==> src/hdl/baeu_pkg.sv <==
package baeu_pkg;

    localparam int CUM_WIDTH   = 24;
    localparam int LEAD_WIDTH  = 32;
    localparam int COUNT_WIDTH = 6;
    localparam int CARRY_WIDTH = 16;
    localparam int S_DATA_WIDTH = 48;
    localparam int M_DATA_WIDTH = 56;

    localparam logic [CUM_WIDTH-1:0] FREQ_TOTAL_RESET = 24'd65536;

    // Request kinds carried on the input tuser.
    localparam logic REQ_ENCODE    = 1'b0;
    localparam logic REQ_TERMINATE = 1'b1;

    // Sequencer of the top level.
    typedef enum logic [6:0] {
        ST_IDLE  = 7'b0000001,
        ST_DIVLO = 7'b0000010,
        ST_DIVHI = 7'b0000100,
        ST_CHECK = 7'b0001000,
        ST_SHIFT = 7'b0010000,
        ST_UNDER = 7'b0100000,
        ST_DONE  = 7'b1000000
    } enc_state_t;

    // Phase of the shared multiply and divide unit.
    typedef enum logic [2:0] {
        MD_IDLE = 3'b001,
        MD_MUL  = 3'b010,
        MD_DIV  = 3'b100
    } md_state_t;

endpackage

==> src/hdl/binary_arithmetic_encoder_unit.sv <==
// Channel   | Direction | Handshake                      | Payload
// s_axis    | in        | s_axis_tvalid / s_axis_tready  | tuser: req_type; tdata: cum_low, cum_high
// m_axis    | out       | m_axis_tvalid / m_axis_tready  | tuser: error; tdata: lead and carry fields
// cfg       | in        | cfg_valid / cfg_ready          | cfg_data: frequency_total
//
// An encode request keeps s_axis_tready low while both bin edges are scaled in the shared multiply
// and divide unit, the bin is checked, the settled and straddling bits are normalised away and
// the result is loaded; a terminate request, or an encode with a zero total, goes straight to the
// load. Reset is synchronous and active low and returns the frequency total register to 65536.
// A finished result waits in the output register while the next request is worked on; the block
// stalls only when a second result is ready before the first is taken.
module binary_arithmetic_encoder_unit #(
    parameter int PRECISION     = 32,
    parameter int PENDING_WIDTH = 16
) (
    input  logic        aclk,
    input  logic        aresetn,
    input  logic        s_axis_tvalid,
    output logic        s_axis_tready,
    input  logic [47:0] s_axis_tdata,   // [23:0] cum_low, [47:24] cum_high
    input  logic        s_axis_tuser,   // [0] req_type
    output logic        m_axis_tvalid,
    input  logic        m_axis_tready,
    output logic [55:0] m_axis_tdata,   // [31:0] lead_bits, [37:32] lead_count,
                                        // [38] carry_bit, [54:39] carry_count, [55] zero
    output logic        m_axis_tuser,   // [0] error
    input  logic        cfg_valid,
    output logic        cfg_ready,
    input  logic [23:0] cfg_data        // frequency_total
);

    localparam int CW      = baeu_pkg::CUM_WIDTH;
    localparam int W_WIDTH = PRECISION + 1;
    localparam int PROD_W  = CW + W_WIDTH;
    localparam int PEXT_W  = (PENDING_WIDTH > baeu_pkg::CARRY_WIDTH) ?
                             PENDING_WIDTH : baeu_pkg::CARRY_WIDTH;
    localparam int NW      = baeu_pkg::COUNT_WIDTH;

    baeu_pkg::enc_state_t state_reg, state_next;

    // Coder state: the interval itself is also the working pair during a request.
    logic [PRECISION-1:0]     low_reg, low_next;
    logic [PRECISION-1:0]     high_reg, high_next;
    logic [PENDING_WIDTH-1:0] pend_reg, pend_next;
    logic [CW-1:0]            ftot_reg, ftot_next;

    // Per-request working registers.
    logic [W_WIDTH-1:0]       w_reg, w_next;
    logic [CW-1:0]            ch_reg, ch_next;
    logic [PROD_W-1:0]        ql_reg, ql_next;
    logic [PROD_W-1:0]        qh_reg, qh_next;
    logic [31:0]              bits_reg, bits_next;
    logic [NW-1:0]            cnt_reg, cnt_next;
    logic [NW-1:0]            guard_reg, guard_next;
    logic                     cbit_reg, cbit_next;
    logic [15:0]              ccnt_reg, ccnt_next;
    logic                     err_reg, err_next;

    // Output register.
    logic                     mval_reg, mval_next;
    logic [55:0]              mdata_reg, mdata_next;
    logic                     muser_reg, muser_next;

    // Shared unit hookup.
    logic                     md_start;
    logic [CW-1:0]            md_a;
    logic                     md_done;
    logic [PROD_W-1:0]        md_quot;

    logic                     s_accept;
    logic [PEXT_W-1:0]        pend_ext;
    logic                     emit_bit;
    logic [2:0]               lo_quarter;
    logic [2:0]               hi_quarter;

    baeu_muldiv #(
        .W_WIDTH(W_WIDTH)
    ) u_muldiv (
        .aclk    (aclk),
        .aresetn (aresetn),
        .start   (md_start),
        .mult_a  (md_a),
        .mult_w  (w_next),
        .divisor (ftot_reg),
        .done    (md_done),
        .quot    (md_quot)
    );

    assign s_axis_tready = (state_reg == baeu_pkg::ST_IDLE);
    assign s_accept      = s_axis_tvalid & s_axis_tready;
    assign cfg_ready     = 1'b1;
    assign pend_ext      = PEXT_W'(pend_reg);
    assign emit_bit      = low_reg[PRECISION-1];
    assign lo_quarter    = {1'b0, low_reg[PRECISION-1:PRECISION-2]} + 3'd1;
    assign hi_quarter    = {1'b0, high_reg[PRECISION-1:PRECISION-2]};

    always_comb begin
        state_next = state_reg;
        low_next   = low_reg;
        high_next  = high_reg;
        pend_next  = pend_reg;
        ftot_next  = ftot_reg;
        w_next     = w_reg;
        ch_next    = ch_reg;
        ql_next    = ql_reg;
        qh_next    = qh_reg;
        bits_next  = bits_reg;
        cnt_next   = cnt_reg;
        guard_next = guard_reg;
        cbit_next  = cbit_reg;
        ccnt_next  = ccnt_reg;
        err_next   = err_reg;
        mval_next  = mval_reg;
        mdata_next = mdata_reg;
        muser_next = muser_reg;
        md_start   = 1'b0;
        md_a       = s_axis_tdata[CW-1:0];

        if (m_axis_tready) begin
            mval_next = 1'b0;
        end
        if (cfg_valid) begin
            ftot_next = cfg_data;
        end

        case (state_reg)
            baeu_pkg::ST_IDLE: begin
                if (s_accept) begin
                    bits_next  = '0;
                    cnt_next   = '0;
                    cbit_next  = 1'b0;
                    ccnt_next  = '0;
                    err_next   = 1'b0;
                    state_next = baeu_pkg::ST_DONE;
                    if (s_axis_tuser == baeu_pkg::REQ_TERMINATE) begin
                        // Top bit of low, then the pending ones; the coder starts afresh.
                        bits_next = {emit_bit, 31'd0};
                        cnt_next  = NW'(1);
                        cbit_next = (pend_reg != '0);
                        ccnt_next = pend_ext[15:0];
                        low_next  = '0;
                        high_next = '1;
                        pend_next = '0;
                    end else if (ftot_reg == '0) begin
                        err_next = 1'b1;
                    end else begin
                        w_next     = W_WIDTH'(high_reg - low_reg) + W_WIDTH'(1);
                        ch_next    = s_axis_tdata[2*CW-1:CW];
                        md_start   = 1'b1;
                        state_next = baeu_pkg::ST_DIVLO;
                    end
                end
            end
            baeu_pkg::ST_DIVLO: begin
                if (md_done) begin
                    ql_next    = md_quot;
                    md_a       = ch_reg;
                    md_start   = 1'b1;
                    state_next = baeu_pkg::ST_DIVHI;
                end
            end
            baeu_pkg::ST_DIVHI: begin
                if (md_done) begin
                    qh_next    = md_quot;
                    state_next = baeu_pkg::ST_CHECK;
                end
            end
            baeu_pkg::ST_CHECK: begin
                // A collapsed, inverted or out-of-range bin leaves the coder untouched.
                if (qh_reg <= ql_reg || qh_reg > PROD_W'(w_reg)) begin
                    err_next   = 1'b1;
                    state_next = baeu_pkg::ST_DONE;
                end else begin
                    low_next   = low_reg + ql_reg[PRECISION-1:0];
                    high_next  = low_reg + qh_reg[PRECISION-1:0] - PRECISION'(1);
                    state_next = baeu_pkg::ST_SHIFT;
                end
            end
            baeu_pkg::ST_SHIFT: begin
                // One settled bit a cycle; pending bits follow the first of them.
                if (cnt_reg < NW'(PRECISION) && emit_bit == high_reg[PRECISION-1]) begin
                    bits_next = bits_reg | (32'(emit_bit) << (5'd31 - cnt_reg[4:0]));
                    if (cnt_reg == '0 && pend_reg != '0) begin
                        cbit_next = ~emit_bit;
                        ccnt_next = pend_ext[15:0];
                        pend_next = '0;
                    end
                    cnt_next  = cnt_reg + NW'(1);
                    low_next  = {low_reg[PRECISION-2:0], 1'b0};
                    high_next = {high_reg[PRECISION-2:0], 1'b1};
                end else begin
                    guard_next = '0;
                    state_next = baeu_pkg::ST_UNDER;
                end
            end
            baeu_pkg::ST_UNDER: begin
                // Drop the second bit while the interval straddles the midpoint.
                if (guard_reg < NW'(PRECISION) && lo_quarter == hi_quarter) begin
                    if (&pend_reg) begin
                        err_next = 1'b1;
                    end else begin
                        pend_next = pend_reg + PENDING_WIDTH'(1);
                    end
                    low_next   = {low_reg[PRECISION-1], low_reg[PRECISION-3:0], 1'b0};
                    high_next  = {high_reg[PRECISION-1], high_reg[PRECISION-3:0], 1'b1};
                    guard_next = guard_reg + NW'(1);
                end else begin
                    state_next = baeu_pkg::ST_DONE;
                end
            end
            baeu_pkg::ST_DONE: begin
                if (!mval_reg || m_axis_tready) begin
                    mval_next  = 1'b1;
                    mdata_next = {1'b0, ccnt_reg, cbit_reg, cnt_reg, bits_reg};
                    muser_next = err_reg;
                    state_next = baeu_pkg::ST_IDLE;
                end
            end
            default: begin
                state_next = baeu_pkg::ST_IDLE;
            end
        endcase
    end

    always_ff @(posedge aclk) begin
        if (!aresetn) begin
            state_reg <= baeu_pkg::ST_IDLE;
            low_reg   <= '0;
            high_reg  <= '1;
            pend_reg  <= '0;
            ftot_reg  <= baeu_pkg::FREQ_TOTAL_RESET;
            mval_reg  <= 1'b0;
        end else begin
            state_reg <= state_next;
            low_reg   <= low_next;
            high_reg  <= high_next;
            pend_reg  <= pend_next;
            ftot_reg  <= ftot_next;
            mval_reg  <= mval_next;
        end
        w_reg     <= w_next;
        ch_reg    <= ch_next;
        ql_reg    <= ql_next;
        qh_reg    <= qh_next;
        bits_reg  <= bits_next;
        cnt_reg   <= cnt_next;
        guard_reg <= guard_next;
        cbit_reg  <= cbit_next;
        ccnt_reg  <= ccnt_next;
        err_reg   <= err_next;
        mdata_reg <= mdata_next;
        muser_reg <= muser_next;
    end

    assign m_axis_tvalid = mval_reg;
    assign m_axis_tdata  = mdata_reg;
    assign m_axis_tuser  = muser_reg;

endmodule

==> src/hdl/baeu_muldiv.sv <==
// Shared shift-add multiplier followed by a restoring divider, one bit a cycle.
// quot = floor(mult_a * mult_w / divisor); the divisor must be nonzero.
module baeu_muldiv #(
    parameter int W_WIDTH = 33
) (
    input  logic                                       aclk,
    input  logic                                       aresetn,
    input  logic                                       start,
    input  logic [baeu_pkg::CUM_WIDTH-1:0]             mult_a,
    input  logic [W_WIDTH-1:0]                         mult_w,
    input  logic [baeu_pkg::CUM_WIDTH-1:0]             divisor,
    output logic                                       done,
    output logic [baeu_pkg::CUM_WIDTH+W_WIDTH-1:0]     quot
);

    localparam int PROD_W = baeu_pkg::CUM_WIDTH + W_WIDTH;
    localparam int CNT_W  = $clog2(PROD_W + 1);
    localparam int CW     = baeu_pkg::CUM_WIDTH;

    baeu_pkg::md_state_t state_reg, state_next;
    logic [PROD_W-1:0] acc_reg, acc_next;
    logic [CW-1:0]     a_reg, a_next;
    logic [W_WIDTH-1:0] w_reg, w_next;
    logic [CW-1:0]     d_reg, d_next;
    logic [CW-1:0]     rem_reg, rem_next;
    logic [CNT_W-1:0]  cnt_reg, cnt_next;
    logic              done_reg, done_next;
    logic [CW:0]       rem_sh;
    logic [CW:0]       rem_sub;
    logic              qbit;

    assign rem_sh  = {rem_reg, acc_reg[PROD_W-1]};
    assign rem_sub = rem_sh - {1'b0, d_reg};
    assign qbit    = ~rem_sub[CW];

    always_comb begin
        state_next = state_reg;
        acc_next   = acc_reg;
        a_next     = a_reg;
        w_next     = w_reg;
        d_next     = d_reg;
        rem_next   = rem_reg;
        cnt_next   = cnt_reg;
        done_next  = 1'b0;
        case (state_reg)
            baeu_pkg::MD_IDLE: begin
                if (start) begin
                    acc_next   = '0;
                    a_next     = mult_a;
                    w_next     = mult_w;
                    d_next     = divisor;
                    rem_next   = '0;
                    cnt_next   = CNT_W'(CW);
                    state_next = baeu_pkg::MD_MUL;
                end
            end
            baeu_pkg::MD_MUL: begin
                acc_next = {acc_reg[PROD_W-2:0], 1'b0}
                           + (a_reg[CW-1] ? PROD_W'(w_reg) : '0);
                a_next   = {a_reg[CW-2:0], 1'b0};
                cnt_next = cnt_reg - 1'b1;
                if (cnt_reg == CNT_W'(1)) begin
                    cnt_next   = CNT_W'(PROD_W);
                    state_next = baeu_pkg::MD_DIV;
                end
            end
            baeu_pkg::MD_DIV: begin
                rem_next = qbit ? rem_sub[CW-1:0] : rem_sh[CW-1:0];
                acc_next = {acc_reg[PROD_W-2:0], qbit};
                cnt_next = cnt_reg - 1'b1;
                if (cnt_reg == CNT_W'(1)) begin
                    done_next  = 1'b1;
                    state_next = baeu_pkg::MD_IDLE;
                end
            end
            default: begin
                state_next = baeu_pkg::MD_IDLE;
            end
        endcase
    end

    always_ff @(posedge aclk) begin
        if (!aresetn) begin
            state_reg <= baeu_pkg::MD_IDLE;
            done_reg  <= 1'b0;
        end else begin
            state_reg <= state_next;
            done_reg  <= done_next;
        end
        acc_reg <= acc_next;
        a_reg   <= a_next;
        w_reg   <= w_next;
        d_reg   <= d_next;
        rem_reg <= rem_next;
        cnt_reg <= cnt_next;
    end

    assign done = done_reg;
    assign quot = acc_reg;

endmodule
==> config.mk <==
export PLATFORM = sky130hd
export DESIGN_NAME = binary_arithmetic_encoder_unit
export DESIGN_NICKNAME = d
export VERILOG_FILES = /design/src/hdl/baeu_pkg.sv /design/src/hdl/binary_arithmetic_encoder_unit.sv /design/src/hdl/baeu_muldiv.sv
export SDC_FILE = /design/constraint.sdc
export NUM_CORES = 1
export LEC_CHECK = 0
export ABC_AREA = 1
export BUFFER_PORTS_ARGS = -buffer_cell sky130_fd_sc_hd__clkbuf_2
export CAP_MARGIN = 20
export CORE_ASPECT_RATIO = 0.5
export CORE_MARGIN = 8
export CORE_UTILIZATION = 30
export CTS_CLUSTER_DIAMETER = 200
export DETAILED_ROUTE_END_ITERATION = 8
export PLACE_DENSITY = 0.44
export SETUP_SLACK_MARGIN = 0.4
export SYNTH_ARGS = -nofsm -noshare
export SYNTH_HDL_FRONTEND = slang
export SYNTH_SLANG_ARGS = --single-unit
==> constraint.sdc <==
create_clock -name aclk -period 5.2 [get_ports aclk]
set_input_delay 0.26 -clock aclk [delete_from_list [all_inputs] [get_ports aclk]]
set_output_delay 0.26 -clock aclk [all_outputs]
set_load 0.02 [all_outputs]
# --- Yosys cells after proc, flatten, opt, wreduce, memory -nomap -nowiden ---
# Index checks and enable logic that the tools add are counted.
op_classes:
  magnitude_cmp: 4
  n_eq_ne: 30
  add_sub_neg: 13
  bitwise_logic: 7
  shift: 1
  mux: 87
  n_reduce_logical: 37
op_table:
  columns: ["operator", "count"]
  rows:
  - ["32-bit two-way mux", 11]
  - ["32-bit one-hot mux with 4 select lines", 2]
  - ["57-bit one-hot mux with 3 select lines", 1]
  - ["33-bit two-way mux", 5]
  - ["16-bit two-way mux", 10]
  - ["24-bit two-way mux", 5]
  - ["24-bit one-hot mux with 2 select lines", 2]
  - ["32-bit adder", 2]
  - ["32-bit one-hot mux with 2 select lines", 1]
  - ["7-bit two-way mux", 9]
  - ["31-bit two-way mux", 2]
  - ["57-bit adder", 1]
  - ["57-bit by 33-bit > comparator with 1-bit output", 1]
  - ["57-bit <= comparator", 1]
  - ["57-bit two-way mux", 1]
  - ["7-bit one-hot mux with 7 select lines", 1]
  - ["16-bit one-hot mux with 3 select lines", 1]
  - ["6-bit two-way mux", 6]
  - ["33-bit by 1-bit adder with 33-bit output (second input constant)", 1]
  - ["32-bit by 32-bit subtractor with 33-bit output", 1]
  - ["32-bit bitwise OR", 1]
  - ["16-bit one-hot mux with 2 select lines", 1]
  - ["1-bit by 5-bit << shifter with 32-bit output", 1]
  - ["32-bit by 1-bit subtractor with 32-bit output (second input constant)", 1]
  - ["47 further kinds", 111]
totals:
  in_bits: 78
  elab_cells: 207
  ff_bits: 573
  out_inout_bits: 60

# --- Longest topological paths before layout ---
# Gate-level depths: netlist of the first run.
depth:
  word_depth: 7
  mapped_depth: 20

# --- Cells and area by module ---
# A second synthesis of the first run with hierarchy kept.
unflattened:
  cells_unflattened: 4803
  area_unflattened_um2: 36940.4
by_module_without_submodules:
  columns: ["module", "area_each_um2", "cells_per_inst", "seq_area_each_um2", "n_inst"]
  rows:
  - ["binary_arithmetic_encoder_unit", 24244.5, 2959, 10590.2, 1]
  - ["baeu_muldiv", 12695.9, 1844, 5124.9, 1]

# --- Worst setup path after synthesis of the first run ---
# No wires, ideal clock.
synth_timing:
  path_kind: "register -> register"
  start: "register low_reg[31]"
  end: "register cbit_reg, enable pin"
  path_stages_with_launch: 8
  t_arrival_ns: 4.201
  t_required_ns: 4.783
  path_slack_ns: 0.582
  n_path_buf: 0
  cell_sequence: "dfxtp_1 clkinv_1 ha_1 inv_1 o21ai_1 nand2_1 nor2_1 a21boi_0"
synth_between:
  elab_chain_cells: 4
synth_rtl:
  columns: ["element", "line_no", "text"]
  rows:
  - ["start: declaration", "binary_arithmetic_encoder_unit.sv:42", "logic [PRECISION-1:0] low_reg, low_next;"]
  - ["start signal: assignment", "binary_arithmetic_encoder_unit.sv:235", "low_reg <= low_next;"]
  - ["1-bit == test", "binary_arithmetic_encoder_unit.sv:181", "if (cnt_reg < NW'(PRECISION) && emit_bit == high_reg[PRECISION-1]) begin"]
  - ["1-bit logical AND", "binary_arithmetic_encoder_unit.sv:181", null]
  - ["2-bit != test (no line)", null, null]
  - ["4-bit AND reduction (no line)", null, null]
  - ["end signal: assignment", "binary_arithmetic_encoder_unit.sv:248", "cbit_reg <= cbit_next;"]
  - ["end: declaration", "binary_arithmetic_encoder_unit.sv:55", "logic cbit_reg, cbit_next;"]
# No other way between the ends.
# A chain may end at the register's enable or synchronous reset.

# --- Worst setup path after layout of the first run ---
layout_timing:
  start: "register u_muldiv.a_reg[23]"
  end: "register u_muldiv.acc_reg[33], in the netlist u_muldiv.quot[33], data pin"
layout_between:
  elab_chain_cells: 3
layout_rtl:
  columns: ["element", "line_no", "text"]
  rows:
  - ["start: declaration", "baeu_muldiv.sv:22", "logic [CW-1:0] a_reg, a_next;"]
  - ["start signal: assignment", "baeu_muldiv.sv:91", "a_reg <= a_next;"]
  - ["33-bit two-way mux", "baeu_muldiv.sv:59", "+ (a_reg[CW-1] ? PROD_W'(w_reg) : '0);"]
  - ["57-bit adder", "baeu_muldiv.sv:59", null]
  - ["57-bit one-hot mux with 3 select lines", "baeu_muldiv.sv:45", "case (state_reg)"]
  - ["via u_muldiv.acc_next[33]", "baeu_muldiv.sv:21", "logic [PROD_W-1:0] acc_reg, acc_next;"]
  - ["end signal: assignment", "baeu_muldiv.sv:90", "acc_reg <= acc_next;"]
  - ["end: declaration", "baeu_muldiv.sv:21", null]
# The timed path passes the listed nets, and every way through them passes these cells.

==> summary.txt, run 1 <==
Timing
  – Measured slew at the worst slew-check pin: roughly 0.97 ns
  – Max-slew violation count: 0
  – Setup repair after global routing missed its margin: false
  – Number of setup violations in the final report: 0
  – Post-Route Hold Slack: approximately 0.086 ns
  – Post-Route Setup TNS: 0 ns
  – Final critical-path share of the clock period: roughly 74%
  – Setup clock skew after layout: around 0.036 ns
  – Final Worst Setup Slack: 1.335 ns
  – Clock period minus worst slack: ~3.9 ns
  – Slew margin rel.: 34.52%
  – Fin. Hold Viols: 0
  – Fmax achieved: about 260 MHz

Floorplan
  – Initial cell density of the core: a little under a third
  – Total core area: approximately 120000 sq um
  – Horiz. Die Dim: around 500 microns
  – Vertical die dimension: approximately 260 microns
  – I/O Pins: 138
  – Area enclosed by the die boundary: around 130000 sq um
  – Number of standard-cell rows in the floorplan: 88

Setup path
  – Nature of the critical path endpoint: register
  – Critical Path AT: about 4.3 ns
  – Cells on worst reg2reg path: 17
  – Crit-path cells: nand2_1 > inv_1 > ha_1 > fa_1 > nand2_1 > nand2_1 > o21ai_0 > inv_1 > a21oi_1 > o21bai_1 > nand2_1 > nand2_1 > nand2_1 > nand2_1 > a21oi_1 > a21oi_1 > nor2_1
  – Destination of the worst register-to-register timing path: u_muldiv.quot[33]
  – Max incr delay on CP: between 0.7 and 0.8 ns
  – Worst reg2reg startpoint: u_muldiv.a_reg[23]
  – Max FO, Critical Path: 14
  – Most numerous cell on the critical path: nand2_1
  – WP data required: 5.62 ns
  – Slowest-stage cell, CP: edfxtp_1
  – Critical Setup Path Class: reg -> reg
  – Reg-to-reg setup timing slack: ~1.3 ns
  – Worst Setup Start Kind: register

Clocking
  – Number of buffers created by CTS: 58
  – Clock sink count: between 500 and 600
  – H-tree level count: 2
  – CTS max path bufs: 3
  – Library cell used as clock root buffer: clkbuf_16
  – Clock tree from TritonCTS: yes
  – Worst-skew pair later-pin latency: between 0.6 and 0.7 ns
  – CTS-repair resized insts: 0
  – Clock-pin transition on the worst setup and hold timing paths: 0.07 ns

Power and ir drop
  – Leakage: between 15 and 20 nW
  – Worst supply voltage drop on vdd: roughly 0.26 mV
  – Internal Power: around 0.012 W
  – Clock power share: around 22%
  – Proportion of power drawn by flip-flops and latches: a little over a third
  – Pwr per Cell Area: around 510 nW/um^2
  – Power spent charging and discharging nets: 0.008775 W
  – Switching Fraction: approximately 43%
  – Fraction of power consumed by combinational cells: between 40 and 50%
  – Total power draw: 0.02039 W

Final layout
  – Total Nets Final: approximately 5000
  – Area growth syn-to-layout: 14.92%
  – Number of standard cells in the final layout excluding fillers: 6058
  – Ratio of cells with drive above 1 in the final layout: under 10%
  – Diodes inserted: 0

Logic synthesis
  – Most used flip-flop cell after synthesis: edfxtp_1
  – Number of synthesis warnings: 0
  – Fraction of synthesis flops using an asynchronous set or reset pin: 0%
  – Combined area of all synthesized cells: between 30000 and 40000 sq um
  – Part of the Yosys area used for sequential elements: approximately 45%
  – Avg Cell Area, Syn: a little over 8 sq um
  – Number of nets produced by synthesis: 4667
  – Number of enable flip-flop cells after synthesis: roughly 420
  – Synthesized instance count: 4275
  – Cell variety after synth: between 50 and 60
  – Post-synthesis sequential element count: 573

Routing
  – Detailed-route DRC error count: 0
  – Initial DRT Pass Iterations: 5
  – Per-cell routed wire length: 18.13 microns
  – Residual antenna-violating net count after detailed routing: 0
  – Iteration-0 DRC count of the detailed router: about 2200
  – Final routed wirelength across all metal layers: approximately 110 mm
  – Total via count in the routed design: about 29000
  – Avg Vias per Cell: 4.813

Placement
  – Total placed cells including tap cells: approximately 5900
  – Setup slack after placement: around 1.3 ns
  – Final RePlAce weighted congestion: between 0.9 and 1
  – Count of input and output buffers: 135
  – Sum of net half-perimeters after detailed placement: 83.39 mm

Min path
  – Hold Path Cell Cnt: 3
  – Path category of the worst min-delay check: in -> reg
  – Sink of the worst hold path: u_muldiv.a_reg[23]
  – Hold Crit Start: s_axis_tdata[23]

Global route
  – Pin count of the biggest net entering global routing: 84
  – First-pass GRT wire length: approximately 170 mm
  – Vias in the first global route: around 29000
  – Aggregate global-route resource usage: between 15 and 20%
  – Initial antenna violation count: 1
  – Grt total ovfl: 0

Status
  – Result of the run: finished clean

Flow run
  – Max-cap violation count: 0
## through the flow
step / instance area, sq um / util (%)
2_1_floorplan: 34970 / -
3_3_place_gp: 37470 / 32.44
3_5_place_dp: 37470 / 32.44
4_1_cts: 40180 / 34.79
5_1_grt: 40190 / 34.80
6_report: 40190 / 34.80
## cell usage after synthesis (all sizes together), types with 31 or more instances
library cell	count	area (sq um)
inv	624	2345
buf	34	166.4
dfxtp	149	2983
ha	309	3866
nand3	190	970.9
o21ai	334	1675
a21oi	369	1847
clkbuf	63	236.5
nand2	871	3277
nor3	75	386.6
xnor2	32	280.3
a31oi	40	250.2
xor2	35	306.5
a21o	31	232.7
nor2	470	1779
nand4	53	352.8
edfxtp	424	12730
## power groups by stage
| stage | clock network, W | logic (W) | registers, W |
|---|---|---|---|
| final | 0.00453 | 0.00871 | 0.00715 |
| after global routing | 0.00486 | 0.00984 | 0.00729 |
| after global placement | 0 | 0.00857 | 0.00723 |
| after floorplan | 0 | 0.00612 | 0.00693 |
| after CTS | 0.00470 | 0.00871 | 0.00716 |
| after detailed placement | 0 | 0.00860 | 0.00725 |
## critical path: cells and delay by family (launching register included)
kind            cells  cell delay (ns)
simple gates        8             0.97
compound gates      5             0.83
fa+ha+maj           2             0.74
flops               1             0.73
buf+inv             2             0.31
## per-layer routing
metal / vias to the layer above / share of wire [%] / track usage [%] / routed length, microns
li1: 14790 / - / - / -
met1: 13630 / 51 / 24.25 / 55600
met2: 589 / 42 / 25.24 / 46270
met3: 142 / 4.6 / 2.382 / 5064
met4: 0 / 2.7 / 4.397 / 2916
met5: - / 0 / 0 / 0
## cells in the final DEF (no fill, tap or decap), types with 6 or more instances in the layout
cell             n
clkinv_2         6
a21oi_1        369
clkbuf_1        14
nand3_1        186
nor3_1          72
o21bai_1        14
buf_4           31
nand4_1         51
nor2_1         462
o21ai_0        326
a211oi_1         7
or2_2           24
o21ai_1          7
edfxtp_1       424
nand3b_1        21
o211ai_1         6
ha_1           309
dlygate4sd3_1   72
inv_2           10
a21boi_0        12
nand2_1        868
clkinvlp_4       6
nor4_1          23
a31oi_1         40
clkbuf_2       134
clkbuf_16       59
bufinv_16        7
o21a_1           6
nor2_4           7
a21o_1          31
clkinv_1        13
xor2_1          35
xnor2_1         32
dfxtp_1        149
inv_1          613
o22ai_1         12
## worst max-delay path by stage
stage	from	end	depth (start not counted)
after CTS	ftot_reg[0]	u_muldiv.rem_reg[17]	7
final	u_muldiv.a_reg[23]	u_muldiv.quot[33]	17
after detailed placement	ftot_reg[1]	u_muldiv.rem_reg[13]	7
after floorplan	low_reg[31]	cbit_reg	7
after global routing	u_muldiv.a_reg[23]	u_muldiv.quot[33]	17
after global placement	u_muldiv.a_reg[23]	u_muldiv.quot[33]	17
## final cells by class
cell class	count	area, sq um
Clock buffer	78	1598
Clock inverter	32	391.6
Fill cell	12070	75310
Inverter	629	2364
Multi-Input combinational cell	2976	16550
Sequential cell	573	15720
Tap cell	1530	1914
Timing Repair Buffer	240	1664
## kinds of logic (layout without fill, tap and decap cells)
group / count (synthesis) / in the layout / share of synthesized area [%]
AO/OA/AOI/OAI: 854 / 854 / 13.23
XOR/XNOR: 67 / 67 / 1.678
adder cells (fa/ha/maj): 314 / 314 / 11.34
buffers and inverters: 726 / 979 / 7.910
flip-flops: 573 / 573 / 44.93
other: 2 / 2 / 0.02147
AND/OR/NAND/NOR: 1739 / 1739 / 20.89
## timing repair
action / CTS / global route
hold buffers: 72 / 0
setup endpoints to repair: 0 / 0
hold endpoints to repair: 72 / 0
setup buffers: 0 / 0
Note: power is estimated with default switching activity, not from simulation.
==> inputs of run 2 (changes only) <==
clock period = 3.8 ns   (was 5.2 ns; I/O delays follow)
==> summary.txt, run 2 (synthesis gave the netlist of run 1 again) <==
Final layout
  – Area growth syn-to-layout: 15.73%
  – Ratio of cells with drive above 1 in the final layout: 7.881% (+0.81 points)
  – Highest-count cells in the layout ignoring fill and taps: nand2_1, inv_1, nor2_1, edfxtp_1, a21oi_1
  – Total Nets Final: 4895 (+0.51%)
  – Number of standard cells in the final layout excluding fillers: 6086 (+0.46%)
  – Layout Cell Area excl Fill: 40480 sq um (+0.71%)
  – Commonest non-fill, non-tap cell in the layout: nand2_1

Status
  – Result of the run: finished clean

Routing
  – Final routed wirelength across all metal layers: 109.1 mm (-0.69%)
  – Iteration-0 DRC count of the detailed router: 1842 (-17%)
  – Avg Vias per Cell: 4.811 (about the same)
  – Per-cell routed wire length: 17.92 microns (-1.2%)
  – Total via count in the routed design: 29280 (+0.43%)
  – Initial DRT Pass Iterations: 6 (+1)
  – Detailed-route DRC error count: 0 (unchanged)
  – Residual antenna-violating net count after detailed routing: 0 (unchanged)

Placement
  – Placed Area: 37630 sq um (+0.44%)
  – Final RePlAce weighted congestion: 0.9125 (-0.18%)
  – Sum of net half-perimeters after detailed placement: 82.97 mm (-0.50%)
  – Total placed cells including tap cells: 5892 (+0.29%)
  – Count of input and output buffers: 135 (unchanged)

Clocking
  – Number of buffers created by CTS: 60 (+3.4%)
  – Clock-pin transition on the worst setup and hold timing paths: 0.07 ns (about the same)
  – H-tree level count: 2 (unchanged)
  – Library cell used as clock root buffer: clkbuf_16
  – CTS max path bufs: 3 (unchanged)
  – Clock sink count: 573 (unchanged)
  – Clock tree from TritonCTS: yes
  – Worst-skew pair later-pin latency: 0.68 ns (about the same)

Setup path
  – Worst Setup Start Kind: register
  – Nature of the critical path endpoint: register
  – Critical Path AT: 3.79 ns (-0.49 ns)
  – Max FO, Critical Path: 18 (+4)
  – Critical Setup Path Class: reg -> reg
  – WP data required: 4.39 ns (-1.23 ns)
  – Reg-to-reg setup timing slack: 0.59 ns (-0.74 ns)

Timing
  – Setup repair after global routing missed its margin: false
  – Measured slew at the worst slew-check pin: 0.9868 ns (+0.01210 ns)
  – Fmax achieved: 311.7 MHz (+20%)
  – Fin. Hold Viols: 0 (unchanged)
  – Post-Route Setup TNS: 0 ns (unchanged)
  – Final critical-path share of the clock period: 84.42% (+10 points)
  – Max-slew violation count: 0 (unchanged)
  – Number of setup violations in the final report: 0 (unchanged)
  – Clock period minus worst slack: 3.208 ns (-0.6565 ns)
  – Setup clock skew after layout: 0.02863 ns (-0.007657 ns)
  – Slew margin rel.: 33.97% (-0.55 points)

Floorplan
  – Initial cell density of the core: 30.28% (unchanged)
  – Total core area: 115500 sq um (unchanged)
  – Horiz. Die Dim: 498.9 microns (unchanged)
  – Area enclosed by the die boundary: 128400 sq um (unchanged)
  – I/O Pins: 138 (unchanged)
  – Number of standard-cell rows in the floorplan: 88 (unchanged)
  – Vertical die dimension: 257.4 microns (unchanged)

Power and ir drop
  – Switching Fraction: 43.16% (+0.13 points)
  – Fraction of power consumed by combinational cells: 43.4% (+0.7 points)
  – Clock power share: 21.9% (-0.3 points)
  – Power spent charging and discharging nets: 0.01211 W (+38%)
  – Pwr per Cell Area: 692.9 nW/um^2 (+37%)
  – Leakage: 17.39 nW (+0.72%)
  – Worst supply voltage drop on vdd: 0.4712 mV (+84%)
  – Proportion of power drawn by flip-flops and latches: 34.8% (-0.3 points)
  – Internal Power: 0.01594 W (+37%)

Min path
  – Path category of the worst min-delay check: in -> reg

Flow run
  – Max-cap violation count: 0 (unchanged)

Global route
  – Initial antenna violation count: 2 (+1)
  – Vias in the first global route: 28940 (+1.3%)
  – Grt total ovfl: 0 (unchanged)
  – Pin count of the biggest net entering global routing: 72 (-14%)
  – Aggregate global-route resource usage: 16.40% (-0.11 points)
  – First-pass GRT wire length: 168.0 mm (-0.11%)
-- run 2: power groups by stage --
stage | registers, W | clock network (W) | logic [W]
after global placement | 0.00986 | 0 | 0.0120
after CTS | 0.00976 | 0.00634 | 0.0121
after detailed placement | 0.00987 | 0 | 0.0119
after floorplan | 0.00946 | 0 | 0.00839
final | 0.00975 | 0.00613 | 0.0122
after global routing | 0.00993 | 0.00658 | 0.0138
-- run 2: worst max-delay path, cell delays in order (launching register included) --
cell,delay [ns]
edfxtp_1,0.40
nor2_1,0.14
nand4_1,0.14
nor2_1,0.58
inv_1,0.09
nor3_1,0.30
nand2_1,0.11
nand2_1,0.12
nand3_2,0.22
a21boi_4,0.60
buf_12,0.24
nor2_1,0.05
nor2_1,0.10
-- run 2: per-layer routing --
layer	vias up	wire length [microns]	global-route usage (%)
li1	14900	-	-
met1	13610	54760	23.55
met2	627	46160	25.67
met3	145	5451	2.621
met4	2	2705	4.150
met5	-	8	0
-- run 2: final timing paths --
path	start	depth (start not counted)	end
setup / recovery	qh_reg[49]	12	low_reg[8]
hold / removal	cfg_valid	3	ftot_reg[16]
setup reg to reg	qh_reg[49]	12	low_reg[8]
hold reg to reg	ccnt_reg[15]	0	m_axis_tdata[54]
-- run 2: stage by stage --
| step | hold WS (ns) | power (W) | util, % | setup WS [ns] |
|---|---|---|---|---|
| floorplan | 0.2889 | 0.01785 | - | 0.4666 |
| global placement | 0.3677 | 0.02184 | 32.58 | 0.2707 |
| detailed placement | 0.3687 | 0.02182 | 32.58 | 0.3228 |
| CTS | 0.01709 | 0.02820 | 34.98 | 0.4416 |
| global route | 0.09959 | 0.03030 | 35.04 | 0.4011 |
| finish | 0.08044 | 0.02805 | 35.05 | 0.5920 |
-- run 2: repair_timing --
action / 4_1_cts / 5_1_grt
setup buffers: 0 / 2
setup endpoints to repair: 1 / 38
hold buffers: 76 / 0
resized for setup: 1 / 15
pin swaps: 0 / 3
hold endpoints to repair: 78 / 0
-- run 2: final cells by class --
| cell class | instances | area, sq um |
|---|---|---|
| Antenna cell | 1 | 2.502 |
| Inverter | 629 | 2364 |
| Fill cell | 11950 | 75020 |
| Clock buffer | 76 | 1685 |
| Sequential cell | 573 | 15720 |
| Tap cell | 1530 | 1914 |
| Multi-Input combinational cell | 2976 | 16570 |
| Clock inverter | 38 | 327.8 |
| Timing Repair Buffer | 263 | 1897 |
